===== config.mk =====
export PLATFORM = sky130hd
export DESIGN_NAME = sha256_message_digest_top
export DESIGN_NICKNAME = d
export VERILOG_FILES = /design/src/sv/smd_pkg.sv /design/src/sv/smd_sched.sv /design/src/sv/smd_round.sv /design/src/sv/smd_ctrl.sv /design/src/sv/sha256_message_digest_top.sv
export VERILOG_INCLUDE_DIRS = /design/src /design/src/sv
export SDC_FILE = /design/constraint.sdc
export NUM_CORES = 2
export LEC_CHECK = 0
export BUFFER_PORTS_ARGS = -buffer_cell sky130_fd_sc_hd__clkbuf_2
export CAP_MARGIN = 20
export CORE_MARGIN = 2
export CORE_UTILIZATION = 55
export CTS_BUF_LIST = sky130_fd_sc_hd__clkbuf_16
export DETAILED_ROUTE_END_ITERATION = 16
export GPL_TIMING_DRIVEN = 0
export PLACE_DENSITY = 0.7
export SYNTH_ARGS = -nofsm -noshare
export SYNTH_HDL_FRONTEND = slang
export SYNTH_HIERARCHICAL = 1
export SYNTH_SLANG_ARGS = --single-unit

===== constraint.sdc =====
create_clock -name clk -period 10.9 [get_ports clk]
set_input_delay 0.545 -clock clk [delete_from_list [all_inputs] [get_ports clk]]
set_output_delay 0.545 -clock clk [all_outputs]
set_load 0.01 [all_outputs]

===== src/sv/sha256_message_digest_top_macros.svh =====
// assertion macros for the sha-256 digest block
// used by the top level only, no other dependencies
`ifndef SHA256_MESSAGE_DIGEST_TOP_MACROS_SVH
`define SHA256_MESSAGE_DIGEST_TOP_MACROS_SVH

`ifndef SYNTHESIS
`define SMD_ASSERT_IMP(lbl, clk, rst_n, ante, cons) \
	lbl: assert property (@(posedge clk) disable iff (!rst_n) (ante) |-> (cons)) \
		else $error("assertion failed");
`define SMD_ASSERT_NXT(lbl, clk, rst_n, ante, cons) \
	lbl: assert property (@(posedge clk) disable iff (!rst_n) (ante) |=> (cons)) \
		else $error("assertion failed");
`else
`define SMD_ASSERT_IMP(lbl, clk, rst_n, ante, cons)
`define SMD_ASSERT_NXT(lbl, clk, rst_n, ante, cons)
`endif

`endif


===== src/sv/smd_pkg.sv =====
`timescale 1ns / 1ps
// shared types, constants and round functions of the sha-256 digest block
// no dependencies
package smd_pkg;

	localparam logic [31:0] ROUND_K [64] = '{
		32'h428a2f98, 32'h71374491, 32'hb5c0fbcf, 32'he9b5dba5,
		32'h3956c25b, 32'h59f111f1, 32'h923f82a4, 32'hab1c5ed5,
		32'hd807aa98, 32'h12835b01, 32'h243185be, 32'h550c7dc3,
		32'h72be5d74, 32'h80deb1fe, 32'h9bdc06a7, 32'hc19bf174,
		32'he49b69c1, 32'hefbe4786, 32'h0fc19dc6, 32'h240ca1cc,
		32'h2de92c6f, 32'h4a7484aa, 32'h5cb0a9dc, 32'h76f988da,
		32'h983e5152, 32'ha831c66d, 32'hb00327c8, 32'hbf597fc7,
		32'hc6e00bf3, 32'hd5a79147, 32'h06ca6351, 32'h14292967,
		32'h27b70a85, 32'h2e1b2138, 32'h4d2c6dfc, 32'h53380d13,
		32'h650a7354, 32'h766a0abb, 32'h81c2c92e, 32'h92722c85,
		32'ha2bfe8a1, 32'ha81a664b, 32'hc24b8b70, 32'hc76c51a3,
		32'hd192e819, 32'hd6990624, 32'hf40e3585, 32'h106aa070,
		32'h19a4c116, 32'h1e376c08, 32'h2748774c, 32'h34b0bcb5,
		32'h391c0cb3, 32'h4ed8aa4a, 32'h5b9cca4f, 32'h682e6ff3,
		32'h748f82ee, 32'h78a5636f, 32'h84c87814, 32'h8cc70208,
		32'h90befffa, 32'ha4506ceb, 32'hbef9a3f7, 32'hc67178f2
	};

	localparam logic [31:0] INIT_H [8] = '{
		32'h6a09e667, 32'hbb67ae85, 32'h3c6ef372, 32'ha54ff53a,
		32'h510e527f, 32'h9b05688c, 32'h1f83d9ab, 32'h5be0cd19
	};

	localparam logic [7:0] PAD_MARKER = 8'h80;
	localparam logic [5:0] LEN_OFFSET = 6'd56;

	typedef struct packed {
		logic       load_byte;
		logic [5:0] pos;
		logic       pad;
		logic       marker;
		logic       length;
		logic       shift;
	} sched_ctl_t;

	typedef struct packed {
		logic       load;
		logic       step;
		logic [5:0] rnd;
		logic       fold;
		logic       init;
		logic [2:0] out_idx;
	} round_ctl_t;

	function automatic logic [31:0] bsig0(input logic [31:0] x);
		return {x[1:0], x[31:2]} ^ {x[12:0], x[31:13]} ^ {x[21:0], x[31:22]};
	endfunction

	function automatic logic [31:0] bsig1(input logic [31:0] x);
		return {x[5:0], x[31:6]} ^ {x[10:0], x[31:11]} ^ {x[24:0], x[31:25]};
	endfunction

	function automatic logic [31:0] ssig0(input logic [31:0] x);
		return {x[6:0], x[31:7]} ^ {x[17:0], x[31:18]} ^ {3'b000, x[31:3]};
	endfunction

	function automatic logic [31:0] ssig1(input logic [31:0] x);
		return {x[16:0], x[31:17]} ^ {x[18:0], x[31:19]} ^ {10'd0, x[31:10]};
	endfunction

endpackage


===== src/sv/smd_sched.sv =====
`timescale 1ns / 1ps
// message block buffer and 16-word message schedule window
// depends on smd_pkg
module smd_sched (
	input  logic                clk,
	input  smd_pkg::sched_ctl_t ctl,
	input  logic [7:0]          data_byte,
	input  logic [63:0]         total,
	output logic [31:0]         wt
);

	logic [31:0] w_q [16];
	logic [31:0] w_pad [16];
	logic [31:0] w_new;

	always_comb begin
		logic [5:0] pos;
		pos = '0;
		for (int j = 0; j < 16; j++) begin
			w_pad[j] = w_q[j];
			for (int b = 0; b < 4; b++) begin
				pos = 6'(4 * j + b);
				if (pos == ctl.pos && ctl.marker)
					w_pad[j][31 - 8 * b -: 8] = smd_pkg::PAD_MARKER;
				else if (pos > ctl.pos || pos == ctl.pos)
					w_pad[j][31 - 8 * b -: 8] = 8'h00;
			end
		end
		if (ctl.length) begin
			w_pad[14] = total[63:32];
			w_pad[15] = total[31:0];
		end
	end

	assign w_new = w_q[0] + smd_pkg::ssig0(w_q[1]) + w_q[9] + smd_pkg::ssig1(w_q[14]);
	assign wt = w_q[0];

	always_ff @(posedge clk) begin
		if (ctl.load_byte) begin
			w_q[ctl.pos[5:2]][{~ctl.pos[1:0], 3'b000} +: 8] <= data_byte;
		end else if (ctl.pad) begin
			for (int j = 0; j < 16; j++) w_q[j] <= w_pad[j];
		end else if (ctl.shift) begin
			for (int j = 0; j < 15; j++) w_q[j] <= w_q[j + 1];
			w_q[15] <= w_new;
		end
	end

endmodule


===== src/sv/smd_round.sv =====
`timescale 1ns / 1ps
// shared compression round unit with working variables and chaining words
// depends on smd_pkg
module smd_round (
	input  logic                clk,
	input  logic                arst_n,
	input  smd_pkg::round_ctl_t ctl,
	input  logic [31:0]         wt,
	output logic [31:0]         digest_word
);

	logic [31:0] v_q [8];
	logic [31:0] h_q [8];
	logic [31:0] t1;
	logic [31:0] t2;
	logic [31:0] ch;
	logic [31:0] maj;

	assign ch  = (v_q[4] & v_q[5]) ^ (~v_q[4] & v_q[6]);
	assign maj = (v_q[0] & v_q[1]) ^ (v_q[0] & v_q[2]) ^ (v_q[1] & v_q[2]);
	assign t1  = v_q[7] + smd_pkg::bsig1(v_q[4]) + ch + smd_pkg::ROUND_K[ctl.rnd] + wt;
	assign t2  = smd_pkg::bsig0(v_q[0]) + maj;

	assign digest_word = h_q[ctl.out_idx];

	always_ff @(posedge clk) begin
		if (ctl.load) begin
			for (int i = 0; i < 8; i++) v_q[i] <= h_q[i];
		end else if (ctl.step) begin
			v_q[7] <= v_q[6];
			v_q[6] <= v_q[5];
			v_q[5] <= v_q[4];
			v_q[4] <= v_q[3] + t1;
			v_q[3] <= v_q[2];
			v_q[2] <= v_q[1];
			v_q[1] <= v_q[0];
			v_q[0] <= t1 + t2;
		end
	end

	always_ff @(posedge clk or negedge arst_n) begin
		if (!arst_n) begin
			for (int i = 0; i < 8; i++) h_q[i] <= smd_pkg::INIT_H[i];
		end else if (ctl.init) begin
			for (int i = 0; i < 8; i++) h_q[i] <= smd_pkg::INIT_H[i];
		end else if (ctl.fold) begin
			for (int i = 0; i < 8; i++) h_q[i] <= h_q[i] + v_q[i];
		end
	end

endmodule


===== src/sv/smd_ctrl.sv =====
`timescale 1ns / 1ps
// sequencer: byte intake, padding steps, round count, block count and digest output
// depends on smd_pkg
module smd_ctrl (
	input  logic                clk,
	input  logic                arst_n,
	input  logic                s_tvalid,
	output logic                s_tready,
	input  logic                byte_present,
	input  logic                end_of_message,
	output logic                m_tvalid,
	input  logic                m_tready,
	output logic [2:0]          word_index,
	output logic                last_word,
	output logic [63:0]         total,
	output smd_pkg::sched_ctl_t sched_ctl,
	output smd_pkg::round_ctl_t round_ctl
);

	localparam logic [2:0] ST_IDLE  = 3'd0;
	localparam logic [2:0] ST_PAD   = 3'd1;
	localparam logic [2:0] ST_LOAD  = 3'd2;
	localparam logic [2:0] ST_ROUND = 3'd3;
	localparam logic [2:0] ST_FOLD  = 3'd4;
	localparam logic [2:0] ST_PAD2  = 3'd5;
	localparam logic [2:0] ST_OUT   = 3'd6;

	localparam logic [1:0] KIND_DATA  = 2'd0;
	localparam logic [1:0] KIND_SPLIT = 2'd1;
	localparam logic [1:0] KIND_FINAL = 2'd2;

	logic [2:0]  state_q;
	logic [1:0]  kind_q;
	logic        eom_pend_q;
	logic [5:0]  fill_q;
	logic [54:0] blk_cnt_q;
	logic [5:0]  rnd_q;
	logic [2:0]  out_idx_q;
	logic        accept;

	assign s_tready   = (state_q == ST_IDLE);
	assign accept     = s_tvalid && s_tready;
	assign m_tvalid   = (state_q == ST_OUT);
	assign word_index = out_idx_q;
	assign last_word  = (out_idx_q == 3'd7);
	assign total      = {blk_cnt_q, fill_q, 3'b000};

	always_comb begin
		sched_ctl = '0;
		round_ctl = '0;
		sched_ctl.pos = fill_q;
		round_ctl.rnd = rnd_q;
		round_ctl.out_idx = out_idx_q;
		case (state_q)
			ST_IDLE: begin
				sched_ctl.load_byte = accept && byte_present;
			end
			ST_PAD: begin
				sched_ctl.pad    = 1'b1;
				sched_ctl.marker = 1'b1;
				sched_ctl.length = (fill_q < smd_pkg::LEN_OFFSET);
			end
			ST_PAD2: begin
				sched_ctl.pad    = 1'b1;
				sched_ctl.pos    = '0;
				sched_ctl.length = 1'b1;
			end
			ST_LOAD: begin
				round_ctl.load = 1'b1;
			end
			ST_ROUND: begin
				round_ctl.step  = 1'b1;
				sched_ctl.shift = 1'b1;
			end
			ST_FOLD: begin
				round_ctl.fold = 1'b1;
			end
			ST_OUT: begin
				round_ctl.init = m_tready && last_word;
			end
			default: begin
			end
		endcase
	end

	always_ff @(posedge clk or negedge arst_n) begin
		if (!arst_n) begin
			state_q    <= ST_IDLE;
			kind_q     <= KIND_DATA;
			eom_pend_q <= 1'b0;
			fill_q     <= '0;
			blk_cnt_q  <= '0;
			rnd_q      <= '0;
			out_idx_q  <= '0;
		end else begin
			case (state_q)
				ST_IDLE: begin
					if (accept) begin
						if (byte_present) begin
							fill_q <= fill_q + 6'd1;
							if (fill_q == 6'd63) begin
								kind_q     <= KIND_DATA;
								eom_pend_q <= end_of_message;
								state_q    <= ST_LOAD;
							end else if (end_of_message) begin
								state_q <= ST_PAD;
							end
						end else if (end_of_message) begin
							state_q <= ST_PAD;
						end
					end
				end
				ST_PAD: begin
					kind_q  <= (fill_q < smd_pkg::LEN_OFFSET) ? KIND_FINAL : KIND_SPLIT;
					state_q <= ST_LOAD;
				end
				ST_PAD2: begin
					kind_q  <= KIND_FINAL;
					state_q <= ST_LOAD;
				end
				ST_LOAD: begin
					rnd_q   <= '0;
					state_q <= ST_ROUND;
				end
				ST_ROUND: begin
					rnd_q <= rnd_q + 6'd1;
					if (rnd_q == 6'd63) state_q <= ST_FOLD;
				end
				ST_FOLD: begin
					case (kind_q)
						KIND_DATA: begin
							blk_cnt_q  <= blk_cnt_q + 55'd1;
							eom_pend_q <= 1'b0;
							state_q    <= eom_pend_q ? ST_PAD : ST_IDLE;
						end
						KIND_SPLIT: begin
							state_q <= ST_PAD2;
						end
						default: begin
							out_idx_q <= '0;
							state_q   <= ST_OUT;
						end
					endcase
				end
				ST_OUT: begin
					if (m_tready) begin
						out_idx_q <= out_idx_q + 3'd1;
						if (last_word) begin
							fill_q    <= '0;
							blk_cnt_q <= '0;
							state_q   <= ST_IDLE;
						end
					end
				end
				default: begin
					state_q <= ST_IDLE;
				end
			endcase
		end
	end

endmodule


===== src/sv/sha256_message_digest_top.sv =====
`timescale 1ns / 1ps
// sha-256 message digest, at most one message byte per input beat, eight digest words out
// depends on smd_pkg, smd_sched, smd_round, smd_ctrl and the assertion macro header
//
//  channel  direction  tdata                 tuser              tlast
//  s_*      in         data_byte[7:0]        byte_present       end_of_message
//  m_*      out        digest_word[31:0]     word_index[2:0]    last_word
//
// one beat per cycle is taken while bytes fill a 64-byte block
// each full block: load, 64 rounds of the shared round unit, fold, with s_tready low
// end of message: a padding step, then load, rounds and fold, all repeated after a second padding step
// when 56 or more bytes were buffered, then eight output beats; m_tready low holds the current word
// after reset the chaining words hold the initial hash and no clearing pass is needed
`include "sha256_message_digest_top_macros.svh"

module sha256_message_digest_top (
	input  logic        clk,
	input  logic        arst_n,
	input  logic        s_tvalid,
	output logic        s_tready,
	input  logic [7:0]  s_tdata,  // data_byte
	input  logic [0:0]  s_tuser,  // byte_present
	input  logic        s_tlast,
	output logic        m_tvalid,
	input  logic        m_tready,
	output logic [31:0] m_tdata,  // digest_word
	output logic [2:0]  m_tuser,  // word_index
	output logic        m_tlast
);

	smd_pkg::sched_ctl_t sched_ctl;
	smd_pkg::round_ctl_t round_ctl;
	logic [63:0]         total;
	logic [31:0]         wt;

	smd_ctrl u_ctrl (
		.clk            (clk),
		.arst_n         (arst_n),
		.s_tvalid       (s_tvalid),
		.s_tready       (s_tready),
		.byte_present   (s_tuser[0]),
		.end_of_message (s_tlast),
		.m_tvalid       (m_tvalid),
		.m_tready       (m_tready),
		.word_index     (m_tuser),
		.last_word      (m_tlast),
		.total          (total),
		.sched_ctl      (sched_ctl),
		.round_ctl      (round_ctl)
	);

	smd_sched u_sched (
		.clk       (clk),
		.ctl       (sched_ctl),
		.data_byte (s_tdata),
		.total     (total),
		.wt        (wt)
	);

	smd_round u_round (
		.clk         (clk),
		.arst_n      (arst_n),
		.ctl         (round_ctl),
		.wt          (wt),
		.digest_word (m_tdata)
	);

	`SMD_ASSERT_IMP(a_no_overlap, clk, arst_n, m_tvalid, !s_tready)
	`SMD_ASSERT_NXT(a_burst_runs, clk, arst_n, m_tvalid && m_tready && !m_tlast, m_tvalid)
	`SMD_ASSERT_NXT(a_back_idle, clk, arst_n, m_tvalid && m_tready && m_tlast, s_tready)
	`SMD_ASSERT_NXT(a_end_busy, clk, arst_n, s_tvalid && s_tready && s_tlast, !s_tready)

endmodule


**Word level (Yosys, flattened, before mapping)**

Memory sizes are Yosys's and may differ from the RTL's.
Cells that the tools add are included.

- Memory bits (read-only): 2048
- Input port bits: 14
- Memories kept: 3
- Output and inout port bits: 38
- Flip-flop bits (word level): 332
- Bits in writable memories: 768
- Logic and storage cells: 602

Memory list:

| name | words | bits a word | read ports | clocked after Yosys merged registers in | wr ports | line | RTL |
|---|---|---|---|---|---|---|---|
| (no name shown) | 64 | 32 | 1 | 0 | 0 | smd_round.sv:21 | `assign t1 = v_q[7] + smd_pkg::bsig1(v_q[4]) + ch + smd_pkg::ROUND_K[ctl.rnd] + wt;` |
| u_sched.w_q | 16 | 32 | 16 | 0 | 16 | smd_sched.sv:12 | `logic [31:0] w_q [16];` |
| u_round.v_q | 8 | 32 | 8 | 0 | 8 | smd_round.sv:12 | `logic [31:0] v_q [8];` |

- $lt $le $gt $ge: 67
- Reduce and logical (&&, ||, !) cells: 149
- Equal/unequal tests: 81
- Bitwise gates (word level): 44
- $add $sub $neg: 23
- Mux-type cells: 218
- Shift-type cells: 2

Operator list:

| kind | number |
|---|---|
| 8-bit two-way mux | 128 |
| 32-bit two-way mux | 31 |
| 32-bit adder | 18 |
| 256-bit two-way mux | 2 |
| 32-bit bitwise XOR | 9 |
| 6-bit == test, first input constant | 32 |
| 6-bit > comparator, first input constant | 32 |
| 55-bit two-way mux | 3 |
| 32-bit bitwise AND | 5 |
| 55-bit case mux with 2 select lines | 1 |
| 32-bit binary-select mux with 3-bit select | 1 |
| 5-bit by 6-bit == test with 1-bit output, first input constant | 16 |
| 5-bit by 6-bit > comparator with 1-bit output, first input constant | 16 |
| 1-bit logical AND | 67 |
| 1-bit logical OR | 64 |
| 64-bit two-way mux | 1 |
| 55-bit by 1-bit adder with 55-bit output, second input constant | 1 |
| 4-bit by 6-bit == test with 1-bit output, first input constant | 8 |
| 4-bit by 6-bit > comparator with 1-bit output, first input constant | 8 |
| 32-bit NOT | 1 |
| 32-bit OR reduction | 1 |
| 8-bit by 7-bit variable shift with 32-bit output, first input constant | 1 |
| 8-bit by 7-bit variable part select with 32-bit output | 1 |
| 32-bit by 22-bit bitwise XOR with 32-bit output | 1 |
| 43 further kinds | 136 |

**Logic depth before layout (Yosys ltp)**

- Depth after elaboration: 9
- Gate-level depth with buffers: 40
- Depth with buffers taken out: 39

**Cells and area by module**

The synthesis kept the hierarchy.

By module, submodules not included:

| module | cells an instance | area an instance (um^2) | seq. area each (um^2) | times used |
|---|---|---|---|---|
| smd_round | 5179 | 45966.6 | 14263.7 | 1 |
| smd_sched | 2229 | 26591.8 | 15374.7 | 1 |
| smd_ctrl | 476 | 4190.3 | 1901.8 | 1 |

**Least setup slack after synthesis**

No wires, ideal clock.

- Kind: flip-flop to flip-flop
- Start point: register u_ctrl.rnd_q[1]
- End point: memory u_round.v_q[0][29], data pin
- Arrival: 8.587 ns
- Setup slack: 2.045 ns
- Library setup time: 0.267 ns
- Stages on the path, launching flop included: 33
- Path buffers: 1
- Cell sequence: dfrtp_1 clkbuf_1 clkinv_1 ha_1 inv_1 nor2_1 nor3_1 nor2_1 mux4_2 fa_1 fa_1 inv_1 fa_1 inv_1 ha_1 a2111oi_0 a22o_1 a21oi_1 a221o_1 a31oi_1 nand2b_1 a21o_1 xor2_1 fa_1 ha_1 a2111oi_0 nor4bb_1 a21oi_1 o41ai_2 o21ai_0 a21oi_1 xor2_1 o21ai_0

RTL lines:

| item | line | RTL |
|---|---|---|
| start: declaration | smd_ctrl.sv:37 | `logic [5:0] rnd_q;` |
| start signal: assignment | smd_ctrl.sv:126 | `rnd_q <= rnd_q + 6'd1;` |
| end: declaration | smd_round.sv:12 |  |

==> metrics.md <==
| Metric | Value |
|---|---|
| Status | `completed` |
| Final setup viols | `0` |
| Cell Area, Synth | `76,750 sq um` |
| Port-buffer cells | `51` |
| Core area | `between 100,000 and 150,000 sq um` |
| RSZ-0062 raised after global routing | `false` |
| Vias in the first global route | `63,620` |
| Final Hold Vio Count | `0` |
| Crit path max-delay family | `compound AO/OA/AOI/OAI gates` |
| Fmax | `between 90 and 100 MHz` |
| DRT antenna net count | `0` |
| CTS max path bufs | `3` |
| First-pass GRT wire length | `458,500 microns` |
| RR Startpoint | `u_ctrl/rnd_q[2]` |
| Commonest non-fill, non-tap cells in the layout | `nand2_1 (1,196), edfxtp_1 (768), a21oi_1 (573), nor2_1 (489), a21o_1 (462)` |
| Drt initial violations | `about 9,500` |
| Hold Path Stages | `3` |
| CP endpoint kind | `register` |
| Fin crit share | `98.69%` |
| Number of synthesized flops with an enable pin | `between 700 and 800` |
| CTS tree | `built` |
| Syn Area/Cell | `9.735 sq um` |
| Ys async rst share | `between 30% and 40%` |
| Worst reg2reg setup slack | `0.14 ns` |
| Critical path class | `register to register` |
| Hold Crit Endpoint | `u_ctrl/word_index[2]` |
| # rows | `137` |
| Max Slew Vio Count | `0` |
| Initial antenna violation count | `21` |
| Hold Crit Start | `m_tready` |
| Synthesized instance count | `between 7,000 and 8,000` |
| Die area | `roughly 140,000 sq um` |
| Worst slew pin tran | `1.444 ns` |
| Mean number of vias per cell | `6.695` |
| Reg2Reg Depth | `36` |
| Worst Hold Class | `input port to register` |
| Num CTS Buffers | `130` |
| Avg WL per Cell | `32.34 microns` |
| Area leader, netlist | `edfxtp_1` |
| Root buffer cell | `clkbuf_16` |
| Worst EP arrival | `around 11 ns` |
| Initial Util | `roughly 55%` |
| Synthesis Warnings | `6` |
| Post-synthesis sequential area ratio | `approximately two fifths` |
| FF+latch count, synth | `1,100` |
| Worst-skew pair later-pin latency | `0.81 ns` |
| Setup total negative slack | `0 ns` |
| Crit Path Max Fanout | `14` |
| Synth-to-layout area growth | `10.79%` |
| Via count | `around 68,000` |
| Gr usage total | `45.39%` |
| Final wirelength | `327,600 microns` |
| Most common cell after layout, fill and taps aside | `nand2_1` |
| H-tree depth | `4` |
| Max-cap violation count | `0` |
| Remaining DRCs | `0` |
| Most frequent CP cell | `fa_1` |
| RR Endpoint | `u_round/v_q[0][31]` |
| Chip Height | `377.6 microns` |
| Die Wd | `~380 microns` |
| Fin util | `about three fifths` |
| Crit path launch type | `register` |
| Netlist cell types | `roughly 110` |
| Clock Skews | `between 0.06 and 0.07 ns` |
| Routability Congestion | `1.098` |
| Yosys top cell area share | `30.05%` |
| Period minus WS final | `~11 ns` |
| Largest net degree at the start of global routing | `95` |
| DRT Pass-1 Iters | `7` |
| Synth Flop Type | `edfxtp_1` |
| HPWL after DPL | `252,700 microns` |
| Max stage delay on crit path | `roughly 0.6 ns` |
| Clock sink total | `1,100` |
| Worst EP required | `11.40 ns` |
| CP Buf/Inv Count | `6` |
| Slowest-stage cell, CP | `dfrtp_2` |
| Layout cell share with drive strength beyond 1 | `9.211%` |
| Top area cells in the synthesized netlist | `edfxtp_1 (30%), ha_1 (6.5%), dfrtp_1 (6.4%)` |
| Number of top-level pins | `52` |
| Final Net Count | `about 8,700` |
| Clock-pin slew on the worst setup and hold paths | `roughly 0.070 ns` |
| Overflow after GRT | `0` |
| Worst slew margin | `3.747%` |
cell usage after synthesis (18+ instances only):
library cell / instances
o21bai_1: 62
o211ai_1: 31
dfstp_2: 136
a31oi_1: 59
xnor2_1: 422
nor3_1: 97
nor4_1: 25
edfxtp_1: 768
maj3_1: 32
a21o_1: 462
a22oi_1: 44
nand2b_1: 76
o21ai_1: 18
xor2_1: 151
fa_1: 195
nand3_1: 112
nand4_1: 51
o31ai_1: 41
buf_2: 49
mux4_2: 77
nand2_1: 1198
or3_1: 39
clkbuf_1: 369
nor2b_1: 65
o21ai_0: 451
mux2i_1: 102
o21a_1: 67
a211o_1: 39
mux2_2: 44
dfrtp_1: 196
nor2_1: 494
and3_1: 37
inv_1: 383
or2_2: 23
buf_1: 39
a211oi_1: 67
ha_1: 397
a221o_1: 48
a21oi_1: 575
and2_1: 54
stage by stage:
step	setup slack, ns	std cells	instance area [sq um]	hold WS [ns]
6_report	0.1425	10130	85030	0.07979
5_1_grt	0.002923	10130	85020	0.08918
4_1_cts	0.01464	10120	84810	0.04889
3_5_place_dp	-1.443	9877	80340	0.4995
3_3_place_gp	-1.566	9813	79360	0.4940
2_1_floorplan	2.045	7886	76760	0.2494
area by class of cell:
class	instances	area [sq um]
multi-input combinational	5929	42070
fill	11660	53990
clock inverter	108	1099
inverter	387	1463
sequential	1100	31540
buffer	469	1921
timing repair buffer	126	1275
antenna	4	10.01
clock buffer	132	3303
tap	1876	2347
flip-flops by register name (all words and copies together) (netlist names):
| name | count |
|---|---|
| u_ctrl/word_index | 3 |
| u_ctrl/kind_q | 2 |
| u_round/h_q | 256 |
| u_ctrl/fill_q | 6 |
| u_sched/w_q | 512 |
| u_round/v_q | 256 |
| u_ctrl/eom_pend_q | 1 |
| u_ctrl/rnd_q | 6 |
| u_ctrl/blk_cnt_q | 55 |
| u_ctrl/state_q | 3 |
metal layers:
| metal | track usage, % | routed length (microns) | vias to the layer above |
|---|---|---|---|
| li1 | - | - | 28650 |
| met1 | 55.84 | 116400 | 32990 |
| met2 | 65.73 | 136100 | 4827 |
| met3 | 12.20 | 39230 | 1337 |
| met4 | 39.65 | 35610 | 24 |
| met5 | 0.8576 | 225 | - |
how the worst max path moves through the flow:
stage                          startpoint  depth (start not counted)  slack, ns                  to
final                     u_ctrl/rnd_q[2]                         36       0.14  u_round/v_q[0][31]
after global routing      u_ctrl/rnd_q[0]                         37      0.003  u_round/v_q[0][31]
after CTS                 u_ctrl/rnd_q[0]                         32       0.01  u_round/v_q[0][31]
after detailed placement  u_ctrl/rnd_q[1]                         38      -1.44  u_round/v_q[0][31]
after global placement    u_ctrl/rnd_q[1]                         32      -1.57  u_round/v_q[0][31]
after floorplan           u_ctrl/rnd_q[1]                         32       2.05  u_round/v_q[0][29]
worst min-delay path, stage by stage:
cell,delay (ns)
clkbuf_2,0.15
nand3_1,0.11
nand2_1,0.04
logic make-up after synthesis:
| kind of cell | count (synthesis) | share of synthesized area (%) |
|---|---|---|
| AOI/OAI and AO/OA | 2161 | 18.33 |
| other | 1 | 0.004886 |
| DFF | 1100 | 41.10 |
| adders and majority gates | 624 | 11.98 |
| buffers and inverters | 857 | 4.336 |
| muxes | 224 | 4.250 |
| and+or+nand+nor | 2344 | 13.47 |
| xor gates and xnor gates | 573 | 6.539 |
timing repair:
item	4_1_cts	5_1_grt
endpoints found under the hold margin	40	0
setup endpoints to repair	25	11
resized for setup	17	58
setup buffers	0	4
hold buffers	1	0
gates cloned	0	0
pin swaps	0	2
Power is left out: the tool's default activity adds up to more than one toggle a clock period on the data nets, which glitch-free logic cannot reach.
